===== config.mk =====
export PLATFORM = sky130hd
export DESIGN_NAME = iida_cell
export DESIGN_NICKNAME = d
export VERILOG_FILES = /design/src/design/iida_pkg.sv /design/src/design/iida_cell.sv
export SDC_FILE = /design/constraint.sdc
export NUM_CORES = 1
export LEC_CHECK = 0
export BUFFER_PORTS_ARGS = -buffer_cell sky130_fd_sc_hd__buf_2
export CAP_MARGIN = 10
export CORE_ASPECT_RATIO = 0.9
export CORE_MARGIN = 5
export CORE_UTILIZATION = 44
export CTS_CLUSTER_DIAMETER = 40
export DETAILED_ROUTE_END_ITERATION = 12
export PLACE_DENSITY = 0.83
export SLEW_MARGIN = 10
export SYNTH_ARGS = -nofsm -noshare
export SYNTH_HDL_FRONTEND = slang
export SYNTH_SLANG_ARGS = --single-unit

===== constraint.sdc =====
create_clock -name clk_i -period 1.4 [get_ports clk_i]
set_input_delay 0 -clock clk_i [delete_from_list [all_inputs] [get_ports clk_i]]
set_output_delay 0 -clock clk_i [all_outputs]
set_load 0.05 [all_outputs]

===== src/design/iida_pkg.sv =====
// Package for the indexed insert/delete array: operation codes, status codes
// and the command that the control logic broadcasts to the row of cells.
// No dependencies.
`default_nettype none
package iida_pkg;

  localparam int unsigned DEPTH_DEF = 64;
  // Widest index and length fields over the supported depth range (up to 1024).
  localparam int unsigned MAX_IW    = 10;
  localparam int unsigned MAX_LW    = 11;
  localparam int unsigned WORD_W    = 32;

  typedef enum logic [2:0] {
    MODE_READ   = 3'd0,
    MODE_WRITE  = 3'd1,
    MODE_INSERT = 3'd2,
    MODE_DELETE = 3'd3,
    MODE_RESIZE = 3'd4,
    MODE_CREATE = 3'd5
  } mode_e;

  typedef enum logic [2:0] {
    ST_DONE      = 3'd0,
    ST_CLAMPED   = 3'd1,
    ST_IGNORED   = 3'd2,
    ST_SATURATED = 3'd3,
    ST_EMPTY     = 3'd4
  } status_e;

  typedef enum logic [2:0] {
    OP_NONE,
    OP_READ,
    OP_WRITE,
    OP_INSERT,
    OP_DELETE,
    OP_TRUNC,
    OP_CLEAR
  } cell_op_e;

  typedef struct packed {
    cell_op_e            op;
    logic [MAX_IW-1:0]   pos;
    logic [MAX_LW-1:0]   new_len;
  } cell_cmd_t;

  typedef enum logic [1:0] {
    FSM_IDLE,
    FSM_EXEC,
    FSM_OUT
  } fsm_e;

endpackage
`default_nettype wire


===== src/design/iida_cell.sv =====
// One storage cell of the array: holds a word and, on a command, keeps it,
// takes a neighbor's word, takes the new value or clears. Uses iida_pkg.
`default_nettype none
module iida_cell #(
  parameter int unsigned IDX = 0
) (
  input  wire                        clk_i,
  input  wire                        rst_ni,
  input  wire                        apply_i,
  input  iida_pkg::cell_cmd_t        cmd_i,
  input  wire [iida_pkg::WORD_W-1:0] value_i,
  input  wire [iida_pkg::WORD_W-1:0] left_i,
  input  wire [iida_pkg::WORD_W-1:0] right_i,
  output logic [iida_pkg::WORD_W-1:0] data_o,
  output logic [iida_pkg::WORD_W-1:0] rd_o
);
  import iida_pkg::*;

  localparam logic [MAX_IW-1:0] IDX_P = MAX_IW'(IDX);
  localparam logic [MAX_LW-1:0] IDX_L = MAX_LW'(IDX);

  logic [WORD_W-1:0] data_q, data_d;
  logic              eq_p, gt_p, ge_p;

  assign eq_p = (IDX_P == cmd_i.pos);
  assign gt_p = (IDX_P > cmd_i.pos);
  assign ge_p = eq_p | gt_p;

  always_comb begin
    data_d = data_q;
    if (apply_i) begin
      case (cmd_i.op)
        OP_WRITE:  if (eq_p) data_d = value_i;
        OP_INSERT: begin
          if (eq_p) data_d = value_i;
          else if (gt_p) data_d = left_i;
        end
        // Words past the length are zero, so the shift needs no upper bound.
        OP_DELETE: if (ge_p) data_d = right_i;
        OP_TRUNC:  if (IDX_L >= cmd_i.new_len) data_d = '0;
        OP_CLEAR:  data_d = '0;
        default:   data_d = data_q;
      endcase
    end
  end

  always_ff @(posedge clk_i or negedge rst_ni) begin
    if (!rst_ni) begin
      data_q <= '0;
    end else begin
      data_q <= data_d;
    end
  end

  assign data_o = data_q;
  assign rd_o   = (cmd_i.op == OP_READ && eq_p) ? data_q : '0;

endmodule
`default_nettype wire


==> results_dict.tcl <==
set metrics [dict create \
    htree_levels 2 \
    setup.worst_path.start "cmd_i[17]" \
    synth.yosys.warnings 0 \
    vias_per_cell 5.64 \
    synth_area_mm2 0.00293 \
    crit_slowest_cell "nor4_4" \
    regToRegSetupSlack_ns 0.57 \
    hpwl_mm 7.68 \
    die_x_um 96.0 \
    finalSetupTns_ns -0.0179 \
    synth.area.top_cells "dfrtp_1, mux2_4, mux2i_1" \
    grt_pass1_vias 3335 \
    track_usage_pct 24.8 \
    die_area_mm2 0.00838 \
    routedWlPerCell_um 18.1 \
    multi_input_area_mm2 0.00207 \
    path_clk_slew_ns 0.07 \
    vias 3285 \
    nNetsFinal 614 \
    critPathMaxStageDelay_ns 0.27 \
    final_cells 582 \
    syn_inst 303 \
    fin_skew_ns 0 \
    rr_worst_depth 1 \
    fin_area_mm2 0.00458 \
    synth-main-ff-cell "dfrtp_1" \
    path_buf_inv 4 \
    min_from "left_i[24]" \
    worstSetupStartpointType "input port" \
    syn_nets 426 \
    clock-sinks 32 \
    rr_startpoint "data_o[17]$_DFFE_PN0P_" \
    total_power_mw 4.30 \
    cts_tree "built" \
    place_congestion 0.934 \
    crit_end "rd_o[3]" \
    fin_crit_sh_pct 100 \
    power.density_mw_per_mm2 940 \
    drv_cap 0 \
    die_h_um 87.4 \
    placedInstanceArea_mm2 0.00406 \
    grt_first_pass_wirelength_mm 16.3 \
    dp.cells 568 \
    violations "negative setup slack" \
    pre_cts_ws_ns -0.279 \
    routed_wl_mm 10.5 \
    r2r_end "data_o[17]$_DFFE_PN0P_" \
    timing_hold_violations_final 0 \
    numCtsBuffers 5 \
    setup_viol 8 \
    synth_top_area_share_pct 27.4 \
    ant_nets 0 \
    postLayoutCoreUtil_pct 70.3 \
    core_mm2 0.00652 \
    yosysUniqueCellTypes 26 \
    clockRootBuffer "clkbuf_8" \
    clk_latency_ns 0.27 \
    drtIter0Drc 167 \
    drtPass1Iterations 5 \
    drive_above_1_share_pct 58.1 \
    globalRoute.totalOverflow 0 \
    diodes 0 \
    ios 187 \
    postSynth.asyncResetShare_pct 100 \
    nFillCells 466 \
    port_buffers 186 \
    worst_pin_slew_ns 0.721 \
    critPathTopFamily "simple AND/OR/NAND/NOR gates" \
    largest_reg_flops 32 \
    cp-end-kind "output port" \
    floorplan.initialDensity_pct 44.9 \
    clock.fmax_mhz 711 \
    rsz0062_at_grt "true" \
    synth_top_area_cell "dfrtp_1" \
    timing.final.max_slew_violations 0 \
    clk_path_buf_depth 2 \
    relSlewSlack_pct 51.9 \
    ys_seq_elements 32 \
    fin_ws_ns -0.00559 \
    route.detailed.drc 0 \
    antenna_found_initial 0 \
    synth_edf_count 0 \
    total_leakage_power_nw 2.48 \
    area_growth_pct 56.6 \
    critPathRequiredTime_ns 1.40 \
    vdd_drop_max_v 0.000692 \
    worst_hold_path_type "in -> reg" \
    worstPathArrival_ns 1.41 \
    crit_chain "buf_6, nor4_4, nand3_2, nor4b_4, buf_6, buf_8, and2_4, buf_8" \
    post-route-min-period_ns 1.41 \
    timing.hold.ws_ns 0.138 \
    seq_area_frac_synth_pct 27.4 \
    status "finished with violations" \
    rows 28 \
    yosysMostFrequentCell "and2_1" \
    syn_avg_cell_area_um2 9.65 \
    grt_max_degree 39 \
    ff_latch_area_um2 801 \
    path_depth 8 \
    crit_fanout 8 \
    critPathKind "in -> out" \
]
==> worst min-delay path by stage <==
| stage | end | slack, ns | cells after the start |
|---|---|---|---|
| after floorplan | data_o[0]$_DFFE_PN0P_ | -0.30 | 0 |
| after global placement | data_o[27]$_DFFE_PN0P_ | 0.08 | 1 |
| after detailed placement | data_o[27]$_DFFE_PN0P_ | 0.1 | 1 |
| after CTS | data_o[24]$_DFFE_PN0P_ | 0.13 | 4 |
| after global routing | data_o[24]$_DFFE_PN0P_ | 0.14 | 4 |
| final | data_o[24]$_DFFE_PN0P_ | 0.14 | 4 |
==> area by class of cell <==
cell class | count | share of cell area [%]
tap | 90 | 2.46
clock inverter | 2 | 0.765
timing repair buffer | 210 | 32.4
multi-input combinational | 241 | 45.2
inverter | 1 | 0.0819
sequential | 32 | 17.5
clock buffer | 6 | 1.58
==> metal layers <==
metal / global-route usage, % / wire [µm]
met1: 29.6 / 4060
met2: 44.3 / 5340
met4: 8.01 / 220
met3: 5.10 / 918
met5: 0 / 0
==> layout by cell type, fill, tap and decap left out, drive strengths merged <==
cell / count
nand3: 3
mux2i: 32
buf: 209
and2: 33
clkbuf: 6
a21oi: 32
o21ai: 32
nand4b: 1
nor3: 1
o22ai: 1
dfrtp: 32
nand2: 2
nor4: 4
nor2: 2
nor3b: 32
inv: 1
clkinv: 1
bufinv: 1
nand4: 1
nor4b: 1
mux2: 32
dlygate4sd3: 1
a22o: 32
==> kinds of logic (layout without fill, tap and decap cells) <==
logic type	count (synthesis)	in the layout	synth area share, %
AO/OA/AOI/OAI	97	97	21.0
AND/OR/NAND/NOR	80	80	19.5
multiplexers	64	64	27.1
flip-flops	32	32	27.4
buffers and inverters	30	219	5.09
==> report_power, final <==
group | switching, mW | leakage, nW | internal (mW)
registers | 0.224 | 0.403 | 1.15
clock network | 0.339 | 0.0552 | 0.528
logic | 1.30 | 2.02 | 0.763
==> timing repair <==
action | CTS | global route
gates cloned | 3 | 0
endpoints found under the setup margin | 32 | 34
hold buffers | 1 | 0
gates resized for setup | 97 | 24
setup buffers | 3 | 0
pin swaps | 4 | 0
endpoints found under the hold margin | 32 | 0
Power figures use the tool's default switching activity.
